===== src/hdl/mclp_pkg.sv =====
package mclp_pkg;

    localparam int FIELD_CHARS_DEF = 5;
    localparam int LEN_W           = 3;
    localparam int ACC_W           = 16;

    typedef enum logic [1:0] {
        LM_LISTEN   = 2'd0,
        LM_NUMBER   = 2'd1,
        LM_COMMAND  = 2'd2,
        LM_CONFUSED = 2'd3
    } line_mode_t;

    typedef enum logic [3:0] {
        ACT_NONE     = 4'd0,
        ACT_SET_POS  = 4'd1,
        ACT_SET_VEL  = 4'd2,
        ACT_POS_MODE = 4'd3,
        ACT_VEL_MODE = 4'd4,
        ACT_STATUS   = 4'd5,
        ACT_STOP     = 4'd6,
        ACT_BRAKE    = 4'd7,
        ACT_INFO     = 4'd8
    } action_t;

    localparam logic [7:0] CH_BSLASH = 8'h5C;
    localparam logic [7:0] CH_CR     = 8'h0D;
    localparam logic [7:0] CH_LF     = 8'h0A;
    localparam logic [7:0] CH_PLUS   = 8'h2B;
    localparam logic [7:0] CH_MINUS  = 8'h2D;
    localparam logic [7:0] CH_ZERO   = 8'h30;
    localparam logic [7:0] CH_NINE   = 8'h39;
    localparam logic [7:0] CH_P_LO   = 8'h70;
    localparam logic [7:0] CH_P_UP   = 8'h50;
    localparam logic [7:0] CH_V_LO   = 8'h76;
    localparam logic [7:0] CH_V_UP   = 8'h56;
    localparam logic [7:0] CH_S_LO   = 8'h73;
    localparam logic [7:0] CH_S_UP   = 8'h53;
    localparam logic [7:0] CH_K_LO   = 8'h6B;
    localparam logic [7:0] CH_K_UP   = 8'h4B;
    localparam logic [7:0] CH_B_LO   = 8'h62;
    localparam logic [7:0] CH_B_UP   = 8'h42;
    localparam logic [7:0] CH_I_LO   = 8'h69;
    localparam logic [7:0] CH_I_UP   = 8'h49;
    localparam logic [7:0] CH_D_LO   = 8'h64;

    typedef struct packed {
        line_mode_t         line_mode;
        logic [LEN_W-1:0]   field_length;
        logic [7:0]         lead_char;
        logic [ACC_W-1:0]   accumulator;
        logic               vel_mode;
    } parse_state_t;

    typedef struct packed {
        action_t            action;
        logic [ACC_W-1:0]   value;
    } parse_result_t;

    function automatic logic is_digit(input logic [7:0] c);
        return (c >= CH_ZERO) && (c <= CH_NINE);
    endfunction

    function automatic logic is_field_char(input logic [7:0] c);
        return is_digit(c) || (c == CH_PLUS) || (c == CH_MINUS) ||
               (c == CH_P_LO) || (c == CH_D_LO) || (c == CH_I_LO);
    endfunction

endpackage


===== src/hdl/mclp_step.sv =====
// Next state and result for one received character.
module mclp_step #(
    parameter int FIELD_CHARS = mclp_pkg::FIELD_CHARS_DEF
) (
    input  logic [7:0]              rx_char,
    input  mclp_pkg::parse_state_t  cur,
    output mclp_pkg::parse_state_t  nxt,
    output mclp_pkg::parse_result_t res
);

    logic                        line_end;
    logic [mclp_pkg::ACC_W-1:0]  acc_base;
    logic [mclp_pkg::LEN_W-1:0]  len_base;

    assign line_end = (rx_char == mclp_pkg::CH_CR) || (rx_char == mclp_pkg::CH_LF);

    always_comb
    begin
        nxt        = cur;
        res.action = mclp_pkg::ACT_NONE;
        res.value  = '0;
        acc_base   = cur.accumulator;
        len_base   = cur.field_length;

        case (cur.line_mode)
            mclp_pkg::LM_CONFUSED:
            begin
                if (line_end)
                    nxt.line_mode = mclp_pkg::LM_LISTEN;
            end
            mclp_pkg::LM_COMMAND:
            begin
                nxt.line_mode = mclp_pkg::LM_LISTEN;
                case (rx_char)
                    mclp_pkg::CH_P_LO, mclp_pkg::CH_P_UP:
                    begin
                        nxt.vel_mode = 1'b0;
                        res.action   = mclp_pkg::ACT_POS_MODE;
                    end
                    mclp_pkg::CH_V_LO, mclp_pkg::CH_V_UP:
                    begin
                        nxt.vel_mode = 1'b1;
                        res.action   = mclp_pkg::ACT_VEL_MODE;
                    end
                    mclp_pkg::CH_S_LO, mclp_pkg::CH_S_UP: res.action = mclp_pkg::ACT_STATUS;
                    mclp_pkg::CH_K_LO, mclp_pkg::CH_K_UP: res.action = mclp_pkg::ACT_STOP;
                    mclp_pkg::CH_B_LO, mclp_pkg::CH_B_UP: res.action = mclp_pkg::ACT_BRAKE;
                    mclp_pkg::CH_I_LO, mclp_pkg::CH_I_UP: res.action = mclp_pkg::ACT_INFO;
                    default: res.action = mclp_pkg::ACT_NONE;
                endcase
            end
            default:
            begin
                // listen or number
                if (mclp_pkg::is_field_char(rx_char))
                begin
                    if (cur.line_mode == mclp_pkg::LM_LISTEN)
                    begin
                        nxt.line_mode = mclp_pkg::LM_NUMBER;
                        acc_base      = '0;
                        len_base      = '0;
                    end
                    nxt.accumulator  = acc_base;
                    nxt.field_length = len_base;
                    if (len_base >= mclp_pkg::LEN_W'(FIELD_CHARS))
                        nxt.line_mode = mclp_pkg::LM_CONFUSED;
                    else
                    begin
                        if (len_base == '0)
                            nxt.lead_char = rx_char;
                        // acc * 10 + digit, wrapping at 16 bits
                        if (mclp_pkg::is_digit(rx_char))
                            nxt.accumulator = (acc_base << 3) + (acc_base << 1) +
                                              {{(mclp_pkg::ACC_W-4){1'b0}}, rx_char[3:0]};
                        nxt.field_length = len_base + 1'b1;
                    end
                end
                else if (line_end)
                begin
                    if ((cur.line_mode == mclp_pkg::LM_NUMBER) &&
                        ((cur.lead_char == mclp_pkg::CH_PLUS) ||
                         (cur.lead_char == mclp_pkg::CH_MINUS)))
                    begin
                        res.value  = (cur.lead_char == mclp_pkg::CH_MINUS) ?
                                     ('0 - cur.accumulator) : cur.accumulator;
                        res.action = cur.vel_mode ? mclp_pkg::ACT_SET_VEL
                                                  : mclp_pkg::ACT_SET_POS;
                    end
                    nxt.line_mode = mclp_pkg::LM_LISTEN;
                end
                else if (rx_char == mclp_pkg::CH_BSLASH)
                    nxt.line_mode = (cur.line_mode == mclp_pkg::LM_LISTEN) ?
                                    mclp_pkg::LM_COMMAND : mclp_pkg::LM_CONFUSED;
                else
                    nxt.line_mode = mclp_pkg::LM_CONFUSED;
            end
        endcase
    end

endmodule


===== src/hdl/motor_command_line_parser_core.sv =====
// Motor command line parser core.
// Input channel: one received byte per transfer on rx_char (in_valid/in_ready).
// Output channel: one result per input transfer (out_valid/out_ready): the
// echoed byte, an action code, a 16-bit target for the set actions (two's
// complement for negative numbers, 0 otherwise) and the motor mode after it.
// Backslash plus letter selects mode or asks for status/stop/brake/info;
// a signed number of up to FIELD_CHARS characters ended by CR or LF sets
// position or velocity, depending on the current mode.
// Timing: the result is registered in the output register and appears in the
// cycle after the input transfer. Throughput: one character per cycle while
// results are taken, as the parser state update feeds straight back on itself.
// Reset: parser returns to listen, field cleared, position mode, output
// register empty.
// Stall: while the output register holds an untaken result, in_ready is
// low; once out_ready is high a new character is taken in the same cycle.
module motor_command_line_parser_core #(
    parameter int FIELD_CHARS = mclp_pkg::FIELD_CHARS_DEF
) (
    input  logic        clk,
    input  logic        rst_n,
    input  logic        in_valid,
    output logic        in_ready,
    input  logic [7:0]  rx_char,
    output logic        out_valid,
    input  logic        out_ready,
    output logic [7:0]  echo_char,
    output logic [3:0]  action,
    output logic [15:0] value,
    output logic        velocity_mode
);

    mclp_pkg::parse_state_t  state_reg;
    mclp_pkg::parse_state_t  state_next;
    mclp_pkg::parse_result_t res_next;
    mclp_pkg::parse_result_t res_reg;
    logic [7:0]              echo_reg;
    logic                    mode_reg;
    logic                    out_valid_reg;
    logic                    in_xfer;

    // Output register frees up in the cycle it is taken.
    assign in_ready = !out_valid_reg || out_ready;
    assign in_xfer  = in_valid && in_ready;

    mclp_step #(
        .FIELD_CHARS (FIELD_CHARS)
    ) u_step (
        .rx_char (rx_char),
        .cur     (state_reg),
        .nxt     (state_next),
        .res     (res_next)
    );

    // Parser state and output valid flag.
    always_ff @(posedge clk or negedge rst_n)
    begin
        if (!rst_n)
        begin
            state_reg.line_mode    <= mclp_pkg::LM_LISTEN;
            state_reg.field_length <= '0;
            state_reg.lead_char    <= '0;
            state_reg.accumulator  <= '0;
            state_reg.vel_mode     <= 1'b0;
            out_valid_reg          <= 1'b0;
        end
        else
        begin
            if (in_xfer)
                state_reg <= state_next;
            if (in_xfer)
                out_valid_reg <= 1'b1;
            else if (out_ready)
                out_valid_reg <= 1'b0;
        end
    end

    // Result payload, loaded on each input transfer.
    always_ff @(posedge clk)
    begin
        if (in_xfer)
        begin
            res_reg  <= res_next;
            echo_reg <= rx_char;
            mode_reg <= state_next.vel_mode;
        end
    end

    assign out_valid     = out_valid_reg;
    assign echo_char     = echo_reg;
    assign action        = res_reg.action;
    assign value         = res_reg.value;
    assign velocity_mode = mode_reg;

    // A set-position result is only ever issued in position mode.
    a_setpos_mode: assert property (@(posedge clk) disable iff (!rst_n)
        (out_valid && (action == mclp_pkg::ACT_SET_POS)) |-> !velocity_mode)
        else $error("set position issued in velocity mode");

    // Only set actions carry a non-zero target.
    a_value_zero: assert property (@(posedge clk) disable iff (!rst_n)
        (out_valid && (action != mclp_pkg::ACT_SET_POS) &&
         (action != mclp_pkg::ACT_SET_VEL)) |-> (value == '0))
        else $error("non-set action with non-zero value");

    // Field never grows past its limit.
    a_field_len: assert property (@(posedge clk) disable iff (!rst_n)
        state_reg.field_length <= mclp_pkg::LEN_W'(FIELD_CHARS))
        else $error("field length beyond limit");

    // The echoed byte is the one taken in the previous cycle.
    a_echo: assert property (@(posedge clk) disable iff (!rst_n)
        in_xfer |=> (out_valid && (echo_char == $past(rx_char))))
        else $error("echo does not match accepted byte");

    // A velocity-mode select leaves the block in velocity mode.
    a_velmode: assert property (@(posedge clk) disable iff (!rst_n)
        (out_valid && (action == mclp_pkg::ACT_VEL_MODE)) |-> velocity_mode)
        else $error("velocity mode select not reflected");

endmodule

===== config.mk =====
export PLATFORM = sky130hd
export DESIGN_NAME = motor_command_line_parser_core
export DESIGN_NICKNAME = d
export VERILOG_FILES = /design/src/hdl/mclp_pkg.sv /design/src/hdl/mclp_step.sv /design/src/hdl/motor_command_line_parser_core.sv
export SDC_FILE = /design/constraint.sdc
export NUM_CORES = 1
export LEC_CHECK = 0
export ABC_AREA = 1
export BUFFER_PORTS_ARGS = -buffer_cell sky130_fd_sc_hd__buf_2
export CAP_MARGIN = 20
export CORE_AREA = 2 2 76 115
export DETAILED_ROUTE_END_ITERATION = 6
export DIE_AREA = 0 0 78 117
export PLACE_DENSITY_LB_ADDON = 0.2
export SLEW_MARGIN = 20
export SYNTH_ARGS = -nofsm -noshare
export SYNTH_HDL_FRONTEND = slang
export SYNTH_HIERARCHICAL = 1
export SYNTH_SLANG_ARGS = --single-unit

===== constraint.sdc =====
create_clock -name clk -period 3.8 [get_ports clk]
set_input_delay 0 -clock clk [delete_from_list [all_inputs] [get_ports clk]]
set_output_delay 0 -clock clk [all_outputs]
set_load 0.05 [all_outputs]

After elaboration in Yosys (flattened, before gate mapping)
Index checks and enable logic that the tools add are counted.
{"block": "op_classes", "bitwise": 4, "n_reduce_logical": 26, "muxes": 28, "n_eq_ne": 25, "n_addsub": 4, "magnitude_cmp": 3}
{"op": "equality test 8 x 7 -> 1 bit (second input constant)", "count": 14}
{"op": "two-way mux 16 bit", "count": 5}
{"op": "two-way mux 20 bit", "count": 3}
{"op": "equality test 8 x 6 -> 1 bit (second input constant)", "count": 4}
{"op": "two-way mux 27 bit", "count": 1}
{"op": "case mux 4 bit (6 select lines)", "count": 1}
{"op": "adder 16 bit", "count": 1}
{"op": "adder 16 x 4 -> 16 bit", "count": 1}
{"op": "equality test 8 x 4 -> 1 bit (second input constant)", "count": 2}
{"op": "subtractor 1 x 16 -> 16 bit (first input constant)", "count": 1}
{"op": "two-way mux 2 bit", "count": 7}
{"op": "OR reduction 2 bit", "count": 7}
{"op": "two-way mux 3 bit", "count": 3}
{"op": ">= comparator 8 x 6 -> 1 bit (second input constant)", "count": 1}
{"op": "less-or-equal comparator 8 x 6 -> 1 bit (second input constant)", "count": 1}
{"op": "logical OR 1 bit", "count": 8}
{"op": "two-way mux 8 bit", "count": 1}
{"op": "case mux 4 bit (2 select lines)", "count": 1}
{"op": "AND reduction 3 bit", "count": 2}
{"op": "!= test 5 bit (second input constant)", "count": 1}
{"op": "AND reduction 5 bit", "count": 1}
{"op": "OR reduction 5 bit", "count": 1}
{"op": "equality test 2 bit (second input constant)", "count": 2}
{"op": "two-way mux 1 bit", "count": 4}
{"op": "other kinds (12)", "count": 17}
{"block": "totals", "in_bits": 12, "ff_bits": 60}

Longest topological paths before layout
Gate-level depths: netlist of run 1.
{"block": "logic_depth", "word_depth": 13, "mapped_depth": 18}

Hierarchy
Netlist of run 1, hierarchy kept.
{"module": "mclp_step", "cells_each": 531, "instances": 1, "area_per_inst_um2": 2657.5, "seq_area_each_um2": 0.0}
{"module": "motor_command_line_parser_core", "cells_each": 164, "instances": 1, "area_per_inst_um2": 2109.5, "seq_area_each_um2": 1646.6}

Worst setup path before layout of run 1
No wires, ideal clock.
{"block": "synth_timing", "path_type": "reg2reg", "startpoint": "reg state_reg[28] (netlist bit)", "endpoint": "reg state_reg[15] (netlist bit)", "path_buffers": 1, "required_ns": 3.683, "slack_ns": 0.971, "t_arrival_ns": 2.713, "stages_incl_launch_ff": 19, "setup_ns": 0.117, "path_cell_list": "dfrtp_1 -> nor2_4 -> clkbuf_1 -> nor2_1 -> ha_1 -> ha_1 -> fa_1 -> nand3_1 -> nand3_1 -> nand2_1 -> nand2_1 -> nand2_1 -> nand2_1 -> nand2_1 -> nand3_1 -> nand2_1 -> o21ai_0 -> nand3_1 -> nand2_1"}
{"block": "synth_between", "elab_chain_len": 8, "word_cells_on_any_way": 17}
{"item": "from (decl)", "line": "motor_command_line_parser_core.sv:32", "text": "mclp_pkg::parse_state_t state_reg;"}
{"item": "from (signal assigned)", "line": "motor_command_line_parser_core.sv:69", "text": "state_reg <= state_next;"}
{"item": "logical NOT 2 bit", "line": "mclp_step.sv:57", "text": "if (cur.line_mode == mclp_pkg::LM_LISTEN)"}
{"item": "two-way mux 16 bit", "line": "mclp_step.sv:57"}
{"item": "two-way mux 16 bit", "line": "mclp_step.sv:55", "text": "if (mclp_pkg::is_field_char(rx_char))"}
{"item": "two-way mux 16 bit", "line": "mclp_step.sv:25", "text": "case (cur.line_mode)"}
{"item": "adder 16 bit", "line": "mclp_step.sv:73", "text": "nxt.accumulator = (acc_base << 3) + (acc_base << 1) +"}
{"item": "adder 16 x 4 -> 16 bit", "line": "mclp_step.sv:73"}
{"item": "two-way mux 16 bit", "line": "mclp_step.sv:72", "text": "if (mclp_pkg::is_digit(rx_char))"}
{"item": "two-way mux 27 bit", "line": "mclp_step.sv:65", "text": "if (len_base >= mclp_pkg::LEN_W'(FIELD_CHARS))"}
Parallel ways exist; a longest one is shown, timed or not. The select of a mux whose other input is x is not followed.
A chain may end at the register's enable or synchronous reset.

Final worst setup path of run 1
Same ends and word-level chain as after synthesis.

==> flow_summary.html, run 1 <==
<table>
<tr><th>Metric</th><th>Value</th></tr>
<tr><th colspan="2">Cells and area</th></tr>
<tr><td>Flip-flop count of the largest register after layout</td><td>30</td></tr>
<tr><td>Signed area change from the synthesized netlist to the final layout</td><td>12.0%</td></tr>
<tr><td>Total Nets Final</td><td>780</td></tr>
<tr><td>Share of final-layout standard cells stronger than drive strength 1</td><td>10.8%</td></tr>
<tr><td>Top library cells by usage in the layout, fill and taps aside</td><td>nand2_1 (220), inv_1 (84), nand3_1 (79)</td></tr>
<tr><td>Fin area</td><td>5340 um2</td></tr>
<tr><td>Commonest non-fill, non-tap cell in the layout</td><td>nand2_1</td></tr>
<tr><td>Antenna diode count</td><td>0</td></tr>
<tr><td>Fill cell instance count of the final layout</td><td>770</td></tr>
<tr><th colspan="2">Run</th></tr>
<tr><td>Number of max-cap violations</td><td>0</td></tr>
<tr><th colspan="2">STA</th></tr>
<tr><td>Final min period</td><td>3.00 ns</td></tr>
<tr><td>Setup Viol. Count Final</td><td>0</td></tr>
<tr><td>Tcrit/Tclk final</td><td>79.0%</td></tr>
<tr><td>Max Freq</td><td>0.333 GHz</td></tr>
<tr><td>Final number of hold-violating endpoints</td><td>0</td></tr>
<tr><td>Total Neg Setup Slack</td><td>0 ns</td></tr>
<tr><td>Slew Limit Headroom</td><td>48.9%</td></tr>
<tr><td>Transition time at the pin with the least slew margin</td><td>0.766 ns</td></tr>
<tr><td>RSZ-0062 raised after global routing</td><td>no</td></tr>
<tr><td>Final Max Tran Viols</td><td>0</td></tr>
<tr><td>Skew final</td><td>0.00972 ns</td></tr>
<tr><th colspan="2">Detailed routing</th></tr>
<tr><td>DRC Markers</td><td>0</td></tr>
<tr><td>Detailed-route vias per instance</td><td>5.43</td></tr>
<tr><td>Total via count after detailed routing</td><td>4605</td></tr>
<tr><td>Routed Wire Length</td><td>11.7 mm</td></tr>
<tr><td>Remaining antenna violation count after routing</td><td>0</td></tr>
<tr><td>Iter 0 DRT Violations</td><td>341</td></tr>
<tr><td>Router iterations before antenna repair</td><td>5</td></tr>
<tr><td>Routed wire length per instance</td><td>13.8 um</td></tr>
<tr><th colspan="2">Status</th></tr>
<tr><td>Outcome</td><td>complete, no violations</td></tr>
<tr><th colspan="2">Yosys</th></tr>
<tr><td>Post-synthesis compound-gate area fraction</td><td>8.48%</td></tr>
<tr><td>Post-synthesis net count</td><td>739</td></tr>
<tr><td>Post-synthesis instance area</td><td>4770 um2</td></tr>
<tr><td>Multiplexer share of the synthesized area</td><td>0%</td></tr>
<tr><td>Average cell area after synthesis</td><td>6.86 um2</td></tr>
<tr><td>Xor/xnor share of the synthesized area</td><td>2.57%</td></tr>
<tr><td>Synthesized instance count</td><td>695</td></tr>
<tr><td>Post-Synth Simple-Gate Area</td><td>35.7%</td></tr>
<tr><td>Combinational family with the most area after synthesis</td><td>simple AND/OR/NAND/NOR gates</td></tr>
<tr><td>Synth unique cells</td><td>33</td></tr>
<tr><td>Yosys reg bits</td><td>60</td></tr>
<tr><td>Sequential area share after synthesis</td><td>34.5%</td></tr>
<tr><td>Post-Synth Adder-Cell Area</td><td>8.71%</td></tr>
<tr><td>Warning count from the yosys run</td><td>6</td></tr>
<tr><th colspan="2">Worst setup path</th></tr>
<tr><td>Capture point of the worst reg-to-reg path</td><td>state_reg[15]$_DFFE_PN0P_</td></tr>
<tr><td>Number of cells traversed by the worst register-to-register path</td><td>18</td></tr>
<tr><td>Required @ worst endpoint</td><td>4.02 ns</td></tr>
<tr><td>Register-to-register setup slack</td><td>0.80 ns</td></tr>
<tr><td>Source of the worst register-to-register timing path</td><td>state_reg[28]$_DFFE_PN0P_</td></tr>
<tr><td>Kind of start point of the critical path</td><td>register</td></tr>
<tr><td>Maximum fanout count along the critical path</td><td>15</td></tr>
<tr><td>Arrival time reported for the critical path endpoint</td><td>3.22 ns</td></tr>
<tr><td>Type of the worst setup path</td><td>register to register</td></tr>
<tr><td>Sort of element at the end of the critical path</td><td>register</td></tr>
<tr><th colspan="2">Pwr</th></tr>
<tr><td>Maximum vdd drop</td><td>0.323 mV</td></tr>
<tr><td>P_leak</td><td>2.67 nW</td></tr>
<tr><td>Post-layout total power</td><td>2.72 mW</td></tr>
<tr><td>Power density over the cells</td><td>509 nW/um2</td></tr>
<tr><th colspan="2">Place</th></tr>
<tr><td>Routability-driven placement congestion ratio</td><td>0.900</td></tr>
<tr><td>Count of input and output buffers</td><td>42</td></tr>
<tr><td>Post-DP Area</td><td>4990 um2</td></tr>
<tr><td>Sum of net half-perimeters after detailed placement</td><td>8.69 mm</td></tr>
<tr><th colspan="2">Clock tree</th></tr>
<tr><td>CTS Buffer Depth</td><td>2</td></tr>
<tr><td>Maximum level of the CTS H-tree</td><td>3</td></tr>
<tr><td>CTS tree</td><td>done</td></tr>
<tr><td>CTS root buf</td><td>clkbuf_16</td></tr>
<tr><td>Later-pin clock latency in the skew report</td><td>0.33 ns</td></tr>
<tr><td>Clock transition time at the flip-flop clock pins of the worst setup and hold paths</td><td>0.05 ns</td></tr>
<tr><td>Hold-fix buffer count after cts</td><td>7</td></tr>
<tr><td>TritonCTS Buffers</td><td>9</td></tr>
<tr><td>Post-CTS setup buffer count</td><td>0</td></tr>
<tr><td>Number of cells upsized or downsized after cts</td><td>0</td></tr>
<tr><td>CTS sink cnt</td><td>60</td></tr>
<tr><th colspan="2">GRT</th></tr>
<tr><td>Total congestion overflow after global routing</td><td>0</td></tr>
<tr><td>Total routing resource utilization after global routing</td><td>27.1%</td></tr>
<tr><td>Number of global-route vias before repair</td><td>4271</td></tr>
<tr><td>Number of antenna violations at the first check in global routing</td><td>0</td></tr>
<tr><td>First-pass GRT wire length</td><td>19.7 mm</td></tr>
<tr><td>Pin count of the biggest net entering global routing</td><td>34</td></tr>
<tr><th colspan="2">Floorplanning</th></tr>
<tr><td>Initial core utilization</td><td>58.1%</td></tr>
<tr><td>Die Wd</td><td>78 um</td></tr>
<tr><td>Number of top-level pins</td><td>43</td></tr>
<tr><td>Die height</td><td>117 um</td></tr>
<tr><td>Std-Cell Rows</td><td>41</td></tr>
<tr><td>Core Box Area</td><td>8210 um2</td></tr>
<tr><td>Area of the die</td><td>9130 um2</td></tr>
<tr><th colspan="2">Hold path</th></tr>
<tr><td>Worst Hold Class</td><td>input port to register</td></tr>
<tr><td>Hold path startpoint</td><td>rx_char[2]</td></tr>
<tr><td>Hold Crit Endpoint</td><td>echo_char[2]$_DFFE_PP_</td></tr>
<tr><td>Count of cells along the worst hold path</td><td>1</td></tr>
</table>
-- where the power goes --
group	leakage [nW]	internal (mW)	total [mW]	switching, mW
combinational	1.84	0.339	1.05	0.714
sequential	0.696	0.794	0.894	0.100
clock	0.137	0.499	0.773	0.274
total	2.67	1.63	2.72	1.09
-- worst max-delay path: stages, from the launching register on --
cell and delay (ns):
dfrtp_1 0.47, nor2_4 0.12, nor2_1 0.19, inv_1 0.08, fa_1 0.49, inv_1 0.07, fa_1 0.48, nand3_1 0.11
nand3_1 0.13, nand2_1 0.11, nand2_1 0.06, nand2_1 0.08, nand2_1 0.05, nand2_1 0.06, nand3_1 0.06, nand2_1 0.07
o21ai_0 0.07, nand3_1 0.10, nand2_1 0.07
-- final cells by class --
class	instances	area (um2)	share of cell area, %
clock buffers	10	229	4.29
clock inverters	6	55.1	1.03
inverters	88	330	6.19
multi-input cells	525	2640	49.5
flip-flops and latches	60	1650	30.8
well taps	107	134	2.51
repair buffers	52	303	5.67
-- cell families (layout without fill, tap and decap cells) --
family,after synthesis,count (layout)
DFF,60,60
buffers and inverters,110,156
and+or+nand+nor,402,402
xor gates and xnor gates,14,14
AOI/OAI and AO/OA,77,77
adders and majority gates,32,32
-- routing by layer --
metal	GRT usage, %	wire (um)
met5	0	0
met4	11.1	301
met3	4.06	550
met2	48.4	5870
met1	32.6	4970
-- stage by stage --
step | hold WS, ns | util, % | setup WS, ns | instances
after floorplan | -0.296 | - | 0.971 | 695
after global placement | 0.0824 | 60.7 | 0.903 | 825
after detailed placement | 0.0868 | 60.7 | 0.806 | 825
after CTS | 0.0190 | 65.1 | 0.809 | 848
after global routing | 0.0176 | 65.1 | 0.479 | 848
final | 0.0222 | 65.1 | 0.799 | 848
-- worst max path at each step --
stage | from | to | slack (ns) | cells past startpoint
after floorplan | state_reg[28]$_DFFE_PN0P_ | state_reg[15]$_DFFE_PN0P_ | 0.97 | 18
after global placement | state_reg[28]$_DFFE_PN0P_ | state_reg[15]$_DFFE_PN0P_ | 0.90 | 18
after detailed placement | state_reg[28]$_DFFE_PN0P_ | state_reg[15]$_DFFE_PN0P_ | 0.81 | 18
after CTS | state_reg[28]$_DFFE_PN0P_ | state_reg[15]$_DFFE_PN0P_ | 0.81 | 18
after global routing | state_reg[28]$_DFFE_PN0P_ | state_reg[15]$_DFFE_PN0P_ | 0.48 | 18
final | state_reg[28]$_DFFE_PN0P_ | state_reg[15]$_DFFE_PN0P_ | 0.80 | 18
-- Yosys cell counts, drive strengths merged --
library cell	instances	area share, %
nand2	223	18
edfxtp	29	18
or3	1	0.13
nor3	3	0.31
dfrtp	31	16
xor2	9	1.7
xnor2	5	0.92
fa	2	0.84
nor2	84	7.6
buf	18	2.8
ha	30	7.9
a21oi	18	1.9
a31oi	3	0.39
o22ai	1	0.13
inv	87	6.9
a21o	1	0.16
clkbuf	4	0.31
nor4	2	0.26
nand4	8	1.0
o21bai	3	0.47
clkinv	1	0.079
o21ai	51	5.4
or2	1	0.13
nand3	80	8.5
No activity file was read; power rests on OpenSTA's default activity.
==> inputs of run 2 (changes only) <==
ABC_AREA = 0   (was 1)
CORE_AREA = 2 2 73 110   (was 2 2 76 115)
DIE_AREA = 0 0 75 112   (was 0 0 78 117)
clock period = 2.9 ns   (was 3.8 ns; I/O delays follow)
==> run 2 against run 1 <==
Against the previous run:
- the flow now finishes with violations (negative setup slack)
- clock skew is 0.0043 ns lower
- die area is 8.0% lower
- synthesized area is 7.7% lower
- critical path depth is 7 lower
- non-clock buffer count is 59 higher
- via count is 17% lower
- synthesized cell count is 39% lower
- utilization is 13 points higher
- worst setup slack worse by 0.98 ns
- critical path type unchanged
- critical endpoint is now state_reg[10]$_DFFE_PN0P_
- largest cell class unchanged
- largest power group unchanged
==> flow_summary.html, run 2 <==
<table>
<tr><th>Metric</th><th>Value</th></tr>
<tr><th colspan="2">GRT</th></tr>
<tr><td>First-pass GRT wire length</td><td>18.4 mm (-6.6%)</td></tr>
<tr><td>Met2 usage in global routing</td><td>47.8% (-0.67 points)</td></tr>
<tr><td>Total congestion overflow after global routing</td><td>0 (unchanged)</td></tr>
<tr><td>Number of global-route vias before repair</td><td>3902 (-8.6%)</td></tr>
<tr><td>Pin count of the biggest net entering global routing</td><td>32 (-5.9%)</td></tr>
<tr><td>Most utilized layer in the global route result</td><td>met2</td></tr>
<tr><td>Total routing resource utilization after global routing</td><td>28.5% (+1.5 points)</td></tr>
<tr><td>Global routing met3 resource utilization</td><td>5.79% (+1.7 points)</td></tr>
<tr><td>Number of antenna violations at the first check in global routing</td><td>0 (unchanged)</td></tr>
<tr><td>M1 GR Usage</td><td>33.4% (+0.76 points)</td></tr>
<tr><th colspan="2">Yosys</th></tr>
<tr><td>Synth unique cells</td><td>65 (+97%)</td></tr>
<tr><td>Fraction of post-synthesis cell area in the top cell type by area</td><td>19.8% (+1.5 points)</td></tr>
<tr><td>Average cell area after synthesis</td><td>10.4 um2 (+52%)</td></tr>
<tr><td>Warning count from the yosys run</td><td>6 (unchanged)</td></tr>
<tr><td>Main flop type after synthesis</td><td>dfrtp_1</td></tr>
<tr><td>Post-Synth Simple-Gate Area</td><td>17.5% (-18 points)</td></tr>
<tr><td>Leading cell type by number of instances after synthesis</td><td>nor2_1</td></tr>
<tr><td>Multiplexer share of the synthesized area</td><td>13.1% (+13 points)</td></tr>
<tr><td>Ranking of synthesized cells by area</td><td>edfxtp_1 (20%), dfrtp_1 (18%), mux2_4 (12%)</td></tr>
<tr><td>Combinational family with the most area after synthesis</td><td>simple AND/OR/NAND/NOR gates</td></tr>
<tr><td>Sequential area share after synthesis</td><td>37.4% (+2.9 points)</td></tr>
<tr><td>Post-synthesis instance area</td><td>4400 um2 (-7.7%)</td></tr>
<tr><td>Yosys reg bits</td><td>60 (unchanged)</td></tr>
<tr><td>Post-synthesis compound-gate area fraction</td><td>14.2% (+5.7 points)</td></tr>
<tr><td>Synthesized instance count</td><td>422 (-39%)</td></tr>
<tr><td>Post-synth top area cell</td><td>edfxtp_1</td></tr>
<tr><td>Most numerous cell types in the synthesized netlist</td><td>nor2_1 (49), mux2_4 (35), dfrtp_1 (31), ha_1 (30), edfxtp_1 (29)</td></tr>
<tr><td>Post-synthesis net count</td><td>466 (-37%)</td></tr>
<tr><td>Post-Synth Adder-Cell Area</td><td>9.44% (+0.73 points)</td></tr>
<tr><td>Async set or reset register ratio after synthesis</td><td>51.7% (unchanged)</td></tr>
<tr><td>Xor/xnor share of the synthesized area</td><td>4.78% (+2.2 points)</td></tr>
<tr><td>Post-synth EDFFs</td><td>29 (unchanged)</td></tr>
<tr><th colspan="2">STA</th></tr>
<tr><td>Total Neg Setup Slack</td><td>-0.413 ns (-0.413 ns)</td></tr>
<tr><td>Max Freq</td><td>0.325 GHz (-2.6%)</td></tr>
<tr><td>Skew final</td><td>0.00543 ns (-0.00430 ns)</td></tr>
<tr><td>Final min period</td><td>3.08 ns (+0.0792 ns)</td></tr>
<tr><td>Tcrit/Tclk final</td><td>106% (+27 points)</td></tr>
<tr><td>RSZ-0062 raised after global routing</td><td>yes</td></tr>
<tr><td>Transition time at the pin with the least slew margin</td><td>0.736 ns (-0.0300 ns)</td></tr>
<tr><td>Crit path setup slack, layout</td><td>-0.180 ns (-0.979 ns)</td></tr>
<tr><td>Final number of hold-violating endpoints</td><td>0 (unchanged)</td></tr>
<tr><td>Setup Viol. Count Final</td><td>6 (+6)</td></tr>
<tr><td>Slew Limit Headroom</td><td>50.9% (+2.0 points)</td></tr>
<tr><td>Final Max Tran Viols</td><td>0 (unchanged)</td></tr>
<tr><th colspan="2">Detailed routing</th></tr>
<tr><td>Routed Wire Length</td><td>11.6 mm (-0.64%)</td></tr>
<tr><td>Iter 0 DRT Violations</td><td>240 (-30%)</td></tr>
<tr><td>Total via count after detailed routing</td><td>3839 (-17%)</td></tr>
<tr><td>Router iterations before antenna repair</td><td>4 (-1)</td></tr>
<tr><td>Detailed-route vias per instance</td><td>6.04 (+11%)</td></tr>
<tr><td>Remaining antenna violation count after routing</td><td>0 (unchanged)</td></tr>
<tr><td>DRC Markers</td><td>0 (unchanged)</td></tr>
<tr><td>Routed wire length per instance</td><td>18.3 um (+32%)</td></tr>
<tr><th colspan="2">Cells and area</th></tr>
<tr><td>Top library cells by usage in the layout, fill and taps aside</td><td>buf_4 (61), nor2_1 (46), buf_2 (42)</td></tr>
<tr><td>Signed area change from the synthesized netlist to the final layout</td><td>32.3%</td></tr>
<tr><td>Fill cell instance count of the final layout</td><td>452 (-41%)</td></tr>
<tr><td>Antenna diode count</td><td>0 (unchanged)</td></tr>
<tr><td>Commonest non-fill, non-tap cell in the layout</td><td>buf_4</td></tr>
<tr><td>Share of final-layout standard cells stronger than drive strength 1</td><td>39.0% (+28 points)</td></tr>
<tr><td>Total Nets Final</td><td>573 (-27%)</td></tr>
<tr><td>Flip-flop count of the largest register after layout</td><td>30 (unchanged)</td></tr>
<tr><th colspan="2">Floorplanning</th></tr>
<tr><td>Core Box Area</td><td>7470 um2 (-9.0%)</td></tr>
<tr><td>Die height</td><td>112 um (-4.3%)</td></tr>
<tr><td>Area of the die</td><td>8400 um2 (-8.0%)</td></tr>
<tr><td>Die Wd</td><td>75 um (-3.8%)</td></tr>
<tr><td>Initial core utilization</td><td>58.9% (+0.84 points)</td></tr>
<tr><td>Std-Cell Rows</td><td>39 (-4.9%)</td></tr>
<tr><td>Number of top-level pins</td><td>43 (unchanged)</td></tr>
<tr><th colspan="2">Status</th></tr>
<tr><td>Violated checks</td><td>negative setup slack</td></tr>
<tr><td>Outcome</td><td>complete, but fails checks</td></tr>
<tr><th colspan="2">Worst setup path</th></tr>
<tr><td>Arrival time reported for the critical path endpoint</td><td>3.35 ns (+0.13 ns)</td></tr>
<tr><td>Sort of element at the end of the critical path</td><td>register</td></tr>
<tr><td>Cell family with the largest share of critical-path delay</td><td>compound AO/OA/AOI/OAI gates</td></tr>
<tr><td>Highest-delay cell along the critical path</td><td>a2111o_1</td></tr>
<tr><td>Type of the worst setup path</td><td>register to register</td></tr>
<tr><td>Maximum fanout count along the critical path</td><td>5 (-10)</td></tr>
<tr><td>Register-to-register setup slack</td><td>-0.18 ns (-0.98 ns)</td></tr>
<tr><td>Kind of start point of the critical path</td><td>register</td></tr>
<tr><td>Max incr delay on CP</td><td>0.44 ns (-0.05 ns)</td></tr>
<tr><td>Required @ worst endpoint</td><td>3.17 ns (-0.85 ns)</td></tr>
<tr><td>Critical path buffer and inverter count</td><td>1 (-1)</td></tr>
<tr><td>Critical Path, Cell by Cell</td><td>or2_4, nand2_4, fa_1, inv_2, ha_4, a211oi_4, o21bai_1, a2111o_1, and3_4, o32ai_2, mux2_4</td></tr>
<tr><th colspan="2">Pwr</th></tr>
<tr><td>P_leak</td><td>2.56 nW (-4.4%)</td></tr>
<tr><td>Power density over the cells</td><td>820 nW/um2 (+61%)</td></tr>
<tr><td>Post-layout total power</td><td>4.77 mW (+75%)</td></tr>
<tr><td>Maximum vdd drop</td><td>0.731 mV (+130%)</td></tr>
<tr><th colspan="2">Hold path</th></tr>
<tr><td>Worst Hold Class</td><td>input port to register</td></tr>
<tr><th colspan="2">Clock tree</th></tr>
<tr><td>CTS root buf</td><td>clkbuf_16</td></tr>
<tr><td>CTS tree</td><td>done</td></tr>
<tr><td>CTS Buffer Depth</td><td>2 (unchanged)</td></tr>
<tr><td>Later-pin clock latency in the skew report</td><td>0.32 ns (about the same)</td></tr>
<tr><td>TritonCTS Buffers</td><td>9 (unchanged)</td></tr>
<tr><td>Maximum level of the CTS H-tree</td><td>3 (unchanged)</td></tr>
<tr><td>Clock transition time at the flip-flop clock pins of the worst setup and hold paths</td><td>0.05 ns (about the same)</td></tr>
<tr><td>CTS sink cnt</td><td>60 (unchanged)</td></tr>
<tr><th colspan="2">Place</th></tr>
<tr><td>Routability-driven placement congestion ratio</td><td>0.865 (-3.8%)</td></tr>
<tr><td>Sum of net half-perimeters after detailed placement</td><td>8.10 mm (-6.7%)</td></tr>
<tr><td>Count of input and output buffers</td><td>42 (unchanged)</td></tr>
<tr><th colspan="2">Run</th></tr>
<tr><td>Number of max-cap violations</td><td>0 (unchanged)</td></tr>
</table>
[run 2: through the flow]
stage	area [um2]	hold slack (ns)	util, %	instances	worst slack [ns]
after floorplan	4490	-0.296	-	422	-0.123
after global placement	5180	0.108	69.3	608	-0.130
after detailed placement	5180	0.111	69.3	608	-0.247
after CTS	5630	0.0654	75.4	632	-0.0640
after global routing	5820	0.0873	78.0	636	-0.272
final	5820	0.0822	78.0	636	-0.180
[run 2: kinds of logic (layout without fill, tap and decap cells)]
group | after synthesis | count (layout)
AND/OR/NAND/NOR | 144 | 145
AO/OA/AOI/OAI | 87 | 87
flip-flops | 60 | 60
multiplexers | 40 | 40
buffers and inverters | 35 | 146
adder cells (fa/ha/maj) | 32 | 32
XOR/XNOR | 24 | 24
[run 2: worst paths after layout]
path,cells after the start,from,endpoint
max,11,state_reg[28]$_DFFE_PN0P_,state_reg[10]$_DFFE_PN0P_
min,1,rx_char[0],echo_char[0]$_DFFE_PP_
max reg2reg,11,state_reg[28]$_DFFE_PN0P_,state_reg[10]$_DFFE_PN0P_
min reg2reg,1,state_reg[25]$_DFFE_PN0P_,state_reg[25]$_DFFE_PN0P_
max in group asynchronous,2,rst_n,state_reg[0]$_DFFE_PN0P_
min in group asynchronous,2,rst_n,state_reg[24]$_DFFE_PN0P_
[run 2: metal layers]
layer / up-vias / part of all wire (%) / wire length (um)
li1: 1773 / - / -
met1: 1885 / 38 / 4420
met2: 144 / 53 / 6200
met3: 37 / 4.7 / 546
met4: 0 / 3.9 / 456
met5: - / 0 / 0
[run 2: report_power, final]
| part | total, mW | switching, mW | internal [mW] | leakage [nW] |
|---|---|---|---|---|
| combinational | 2.54 | 1.28 | 1.26 | 1.72 |
| clock | 1.08 | 0.369 | 0.708 | 0.149 |
| sequential | 1.15 | 0.126 | 1.03 | 0.692 |
| total | 4.77 | 1.78 | 3.00 | 2.56 |
[run 2: area by class of cell]
| type | count | area, um2 | area share (%) |
|---|---|---|---|
| clock buffers | 12 | 256 | 4.41 |
| clock inverters | 4 | 47.5 | 0.817 |
| inverters | 19 | 71.3 | 1.23 |
| multi-input cells | 328 | 2910 | 50.0 |
| flip-flops and latches | 60 | 1650 | 28.3 |
| well taps | 102 | 128 | 2.19 |
| repair buffers | 111 | 759 | 13.0 |
[run 2: worst reg2reg max path, cell delays in order, from the launching register on]
cell      delay [ns]
dfrtp_1         0.42
or2_4           0.30
nand2_4         0.08
fa_1            0.42
inv_2           0.10
ha_4            0.21
a211oi_4        0.26
o21bai_1        0.15
a2111o_1        0.44
and3_4          0.19
o32ai_2         0.24
mux2_4          0.20
[run 2: repair_timing]
action / CTS / global route
setup buffers: 1 / 4
hold buffers: 6 / 0
cloned: 1 / 0
pin swaps: 12 / 14
hold endpoints to repair: 35 / 0
endpoints found under the setup margin: 14 / 16
gates resized for setup: 17 / 24
==> inputs of run 3 (changes only) <==
RECOVER_POWER = 50   (was default)
==> run 3 against run 2 <==
Against the previous run:
- the run ends with max-capacitance violations, max-slew violations, negative setup slack left
- flip-flop and latch count is the same
- clock power is essentially flat
- final cell count is the same
- highest routed layer unchanged
==> flow_summary.html, run 3 (synthesized netlist as in run 2, its figures left out) <==
<table>
<tr><th>Metric</th><th>Value</th></tr>
<tr><th colspan="2">STA</th></tr>
<tr><td>Crit path setup slack, layout</td><td>-0.178 ns (+0.00178 ns)</td></tr>
<tr><td>Setup Viol. Count Final</td><td>7 (+1)</td></tr>
<tr><td>Transition time at the pin with the least slew margin</td><td>1.78 ns (+1.05 ns)</td></tr>
<tr><td>Slew Limit Headroom</td><td>-19.0% (-70 points)</td></tr>
<tr><td>Final number of hold-violating endpoints</td><td>0 (unchanged)</td></tr>
<tr><td>Total Neg Setup Slack</td><td>-0.418 ns (-0.00465 ns)</td></tr>
<tr><td>Final min period</td><td>3.08 ns (-0.00178 ns)</td></tr>
<tr><td>Final Max Tran Viols</td><td>32 (+32)</td></tr>
<tr><td>Tcrit/Tclk final</td><td>106% (about the same)</td></tr>
<tr><td>Max Freq</td><td>0.325 GHz (about the same)</td></tr>
<tr><td>Skew final</td><td>0.00535 ns (-0.0000782 ns)</td></tr>
<tr><td>RSZ-0062 raised after global routing</td><td>yes</td></tr>
<tr><th colspan="2">Detailed routing</th></tr>
<tr><td>Highest Signal Layer</td><td>met4</td></tr>
<tr><td>Wire length on met2</td><td>6.19 mm (-0.11%)</td></tr>
<tr><td>Routed wl met3</td><td>475 um (-13%)</td></tr>
<tr><td>Routed length on met1</td><td>4.51 mm (+2.2%)</td></tr>
<tr><td>Iter 0 DRT Violations</td><td>223 (-7.1%)</td></tr>
<tr><td>Total via count after detailed routing</td><td>3831 (-0.21%)</td></tr>
<tr><td>Remaining antenna violation count after routing</td><td>0 (unchanged)</td></tr>
<tr><td>Routed Wire Length</td><td>11.7 mm (+0.30%)</td></tr>
<tr><td>Router iterations before antenna repair</td><td>4 (unchanged)</td></tr>
<tr><td>DRC Markers</td><td>0 (unchanged)</td></tr>
<tr><td>Detailed-route vias per instance</td><td>6.02 (-0.21%)</td></tr>
<tr><td>Routed wire length per instance</td><td>18.3 um (+0.30%)</td></tr>
<tr><th colspan="2">Clock tree</th></tr>
<tr><td>Later-pin clock latency in the skew report</td><td>0.32 ns (about the same)</td></tr>
<tr><td>CTS root buf</td><td>clkbuf_16</td></tr>
<tr><td>Clock transition time at the flip-flop clock pins of the worst setup and hold paths</td><td>0.05 ns (about the same)</td></tr>
<tr><td>Maximum level of the CTS H-tree</td><td>3 (unchanged)</td></tr>
<tr><td>CTS sink cnt</td><td>60 (unchanged)</td></tr>
<tr><td>CTS tree</td><td>done</td></tr>
<tr><td>CTS Buffer Depth</td><td>2 (unchanged)</td></tr>
<tr><td>TritonCTS Buffers</td><td>9 (unchanged)</td></tr>
<tr><th colspan="2">Status</th></tr>
<tr><td>Outcome</td><td>complete, but fails checks</td></tr>
<tr><td>Violated checks</td><td>max-capacitance violations, max-slew violations, negative setup slack</td></tr>
<tr><th colspan="2">Worst setup path</th></tr>
<tr><td>Type of the worst setup path</td><td>register to register</td></tr>
<tr><td>Maximum fanout count along the critical path</td><td>5 (unchanged)</td></tr>
<tr><td>Arrival time reported for the critical path endpoint</td><td>3.34 ns (about the same)</td></tr>
<tr><td>Max incr delay on CP</td><td>0.44 ns (about the same)</td></tr>
<tr><td>Kind of start point of the critical path</td><td>register</td></tr>
<tr><td>Required @ worst endpoint</td><td>3.17 ns (about the same)</td></tr>
<tr><td>Highest-delay cell along the critical path</td><td>a2111o_1</td></tr>
<tr><td>Critical Path, Cell by Cell</td><td>or2_4, nand2_4, fa_1, inv_2, ha_4, a211oi_4, o21bai_1, a2111o_1, and3_4, o32ai_2, mux2_4</td></tr>
<tr><td>Sort of element at the end of the critical path</td><td>register</td></tr>
<tr><th colspan="2">GRT</th></tr>
<tr><td>Total routing resource utilization after global routing</td><td>28.5% (unchanged)</td></tr>
<tr><td>First-pass GRT wire length</td><td>18.4 mm (unchanged)</td></tr>
<tr><td>Pin count of the biggest net entering global routing</td><td>32 (unchanged)</td></tr>
<tr><td>Total congestion overflow after global routing</td><td>0 (unchanged)</td></tr>
<tr><td>Number of global-route vias before repair</td><td>3902 (unchanged)</td></tr>
<tr><td>Number of antenna violations at the first check in global routing</td><td>0 (unchanged)</td></tr>
<tr><th colspan="2">Cells and area</th></tr>
<tr><td>Commonest non-fill, non-tap cell in the layout</td><td>buf_4</td></tr>
<tr><td>Fill cell instance count of the final layout</td><td>475 (+5.1%)</td></tr>
<tr><td>Top library cells by usage in the layout, fill and taps aside</td><td>buf_4 (59), nor2_1 (46), clkbuf_1 (41)</td></tr>
<tr><td>Flip-flop count of the largest register after layout</td><td>30 (unchanged)</td></tr>
<tr><td>Antenna diode count</td><td>0 (unchanged)</td></tr>
<tr><td>Number of standard cells in the layout, taps in and fillers out</td><td>636 (unchanged)</td></tr>
<tr><td>Post-route core utilization</td><td>77.2% (-0.74 points)</td></tr>
<tr><td>Signed area change from the synthesized netlist to the final layout</td><td>31.1%</td></tr>
<tr><td>Share of final-layout standard cells stronger than drive strength 1</td><td>31.5% (-7.5 points)</td></tr>
<tr><td>Total Nets Final</td><td>573 (unchanged)</td></tr>
<tr><th colspan="2">Place</th></tr>
<tr><td>Number of cells after detailed placement</td><td>608 (unchanged)</td></tr>
<tr><td>Count of input and output buffers</td><td>42 (unchanged)</td></tr>
<tr><td>Sum of net half-perimeters after detailed placement</td><td>8.10 mm (unchanged)</td></tr>
<tr><td>Routability-driven placement congestion ratio</td><td>0.865 (unchanged)</td></tr>
<tr><th colspan="2">Pwr</th></tr>
<tr><td>P_leak</td><td>2.44 nW (-4.6%)</td></tr>
<tr><td>Maximum vdd drop</td><td>0.730 mV (-0.22%)</td></tr>
<tr><td>Power density over the cells</td><td>827 nW/um2 (+0.80%)</td></tr>
<tr><th colspan="2">Floorplanning</th></tr>
<tr><td>Std-Cell Rows</td><td>39 (unchanged)</td></tr>
<tr><td>Number of top-level pins</td><td>43 (unchanged)</td></tr>
<tr><td>Area of the die</td><td>8400 um2 (unchanged)</td></tr>
<tr><td>Core Box Area</td><td>7470 um2 (unchanged)</td></tr>
<tr><td>Die Wd</td><td>75 um (unchanged)</td></tr>
<tr><td>Die height</td><td>112 um (unchanged)</td></tr>
<tr><td>Initial core utilization</td><td>58.9% (unchanged)</td></tr>
<tr><th colspan="2">Run</th></tr>
<tr><td>Number of max-cap violations</td><td>1 (+1)</td></tr>
<tr><th colspan="2">Hold path</th></tr>
<tr><td>Worst Hold Class</td><td>input port to register</td></tr>
</table>
## run 3: path summary, 6_finish.rpt
path	start	endpoint	slack [ns]	cells after the start
max	state_reg[28]$_DFFE_PN0P_	state_reg[10]$_DFFE_PN0P_	-0.18	11
min	rx_char[0]	echo_char[0]$_DFFE_PP_	0.25	1
max reg2reg	state_reg[28]$_DFFE_PN0P_	state_reg[10]$_DFFE_PN0P_	-0.18	11
min reg2reg	state_reg[25]$_DFFE_PN0P_	state_reg[25]$_DFFE_PN0P_	0.53	1
max in group asynchronous	rst_n	state_reg[0]$_DFFE_PN0P_	1.17	2
min in group asynchronous	rst_n	state_reg[24]$_DFFE_PN0P_	0.69	2
## run 3: per-layer routing
| metal | up-vias | global-route usage, % |
|---|---|---|
| met2 | 137 | 47.8 |
| met3 | 38 | 5.79 |
| li1 | 1765 | - |
| met4 | 0 | 14.6 |
| met5 | - | 0 |
| met1 | 1891 | 33.4 |
## run 3: metrics by stage
step	total power, mW	instance area, um2	setup slack [ns]	hold slack [ns]
floorplan	2.64	4490	-0.123	-0.296
global placement	3.32	5180	-0.130	0.108
detailed placement	3.39	5180	-0.247	0.111
CTS	4.61	5630	-0.0640	0.0654
global route	5.02	5770	-0.272	0.276
finish	4.77	5770	-0.178	0.248
## run 3: area by class of cell
type                            instances  area [um2]  area share (%)
Tap cell                              102         128            2.21
Sequential cell                        60        1650            28.6
Clock inverter                          4        47.5           0.825
Timing Repair Buffer                  111         704            12.2
Multi-Input combinational cell        328        2910            50.5
Clock buffer                           12         256            4.45
Inverter                               19        71.3            1.24
## run 3: critical path, delay by kind of cell (launching register included)
kind	cells	cell delay (ns)
buffers and inverters	1	0.10
adders and majority gates	2	0.63
and+or+nand+nor	3	0.57
DFF	1	0.42
muxes	1	0.20
AOI/OAI and AO/OA	4	1.08
## run 3: what timing repair did
action	4_1_cts	5_1_grt
gates resized for setup	17	24
cloned	1	0
buffers inserted	1	4
hold buffers	6	0
pin swaps	12	14
hold endpoints to repair	35	0
endpoints found under the setup margin	14	16
## run 3: power breakdown
group	switching, mW	total (mW)	internal, mW
combinational	1.28	2.53	1.25
clock	0.371	1.08	0.708
sequential	0.126	1.15	1.03
total	1.78	4.77	2.99
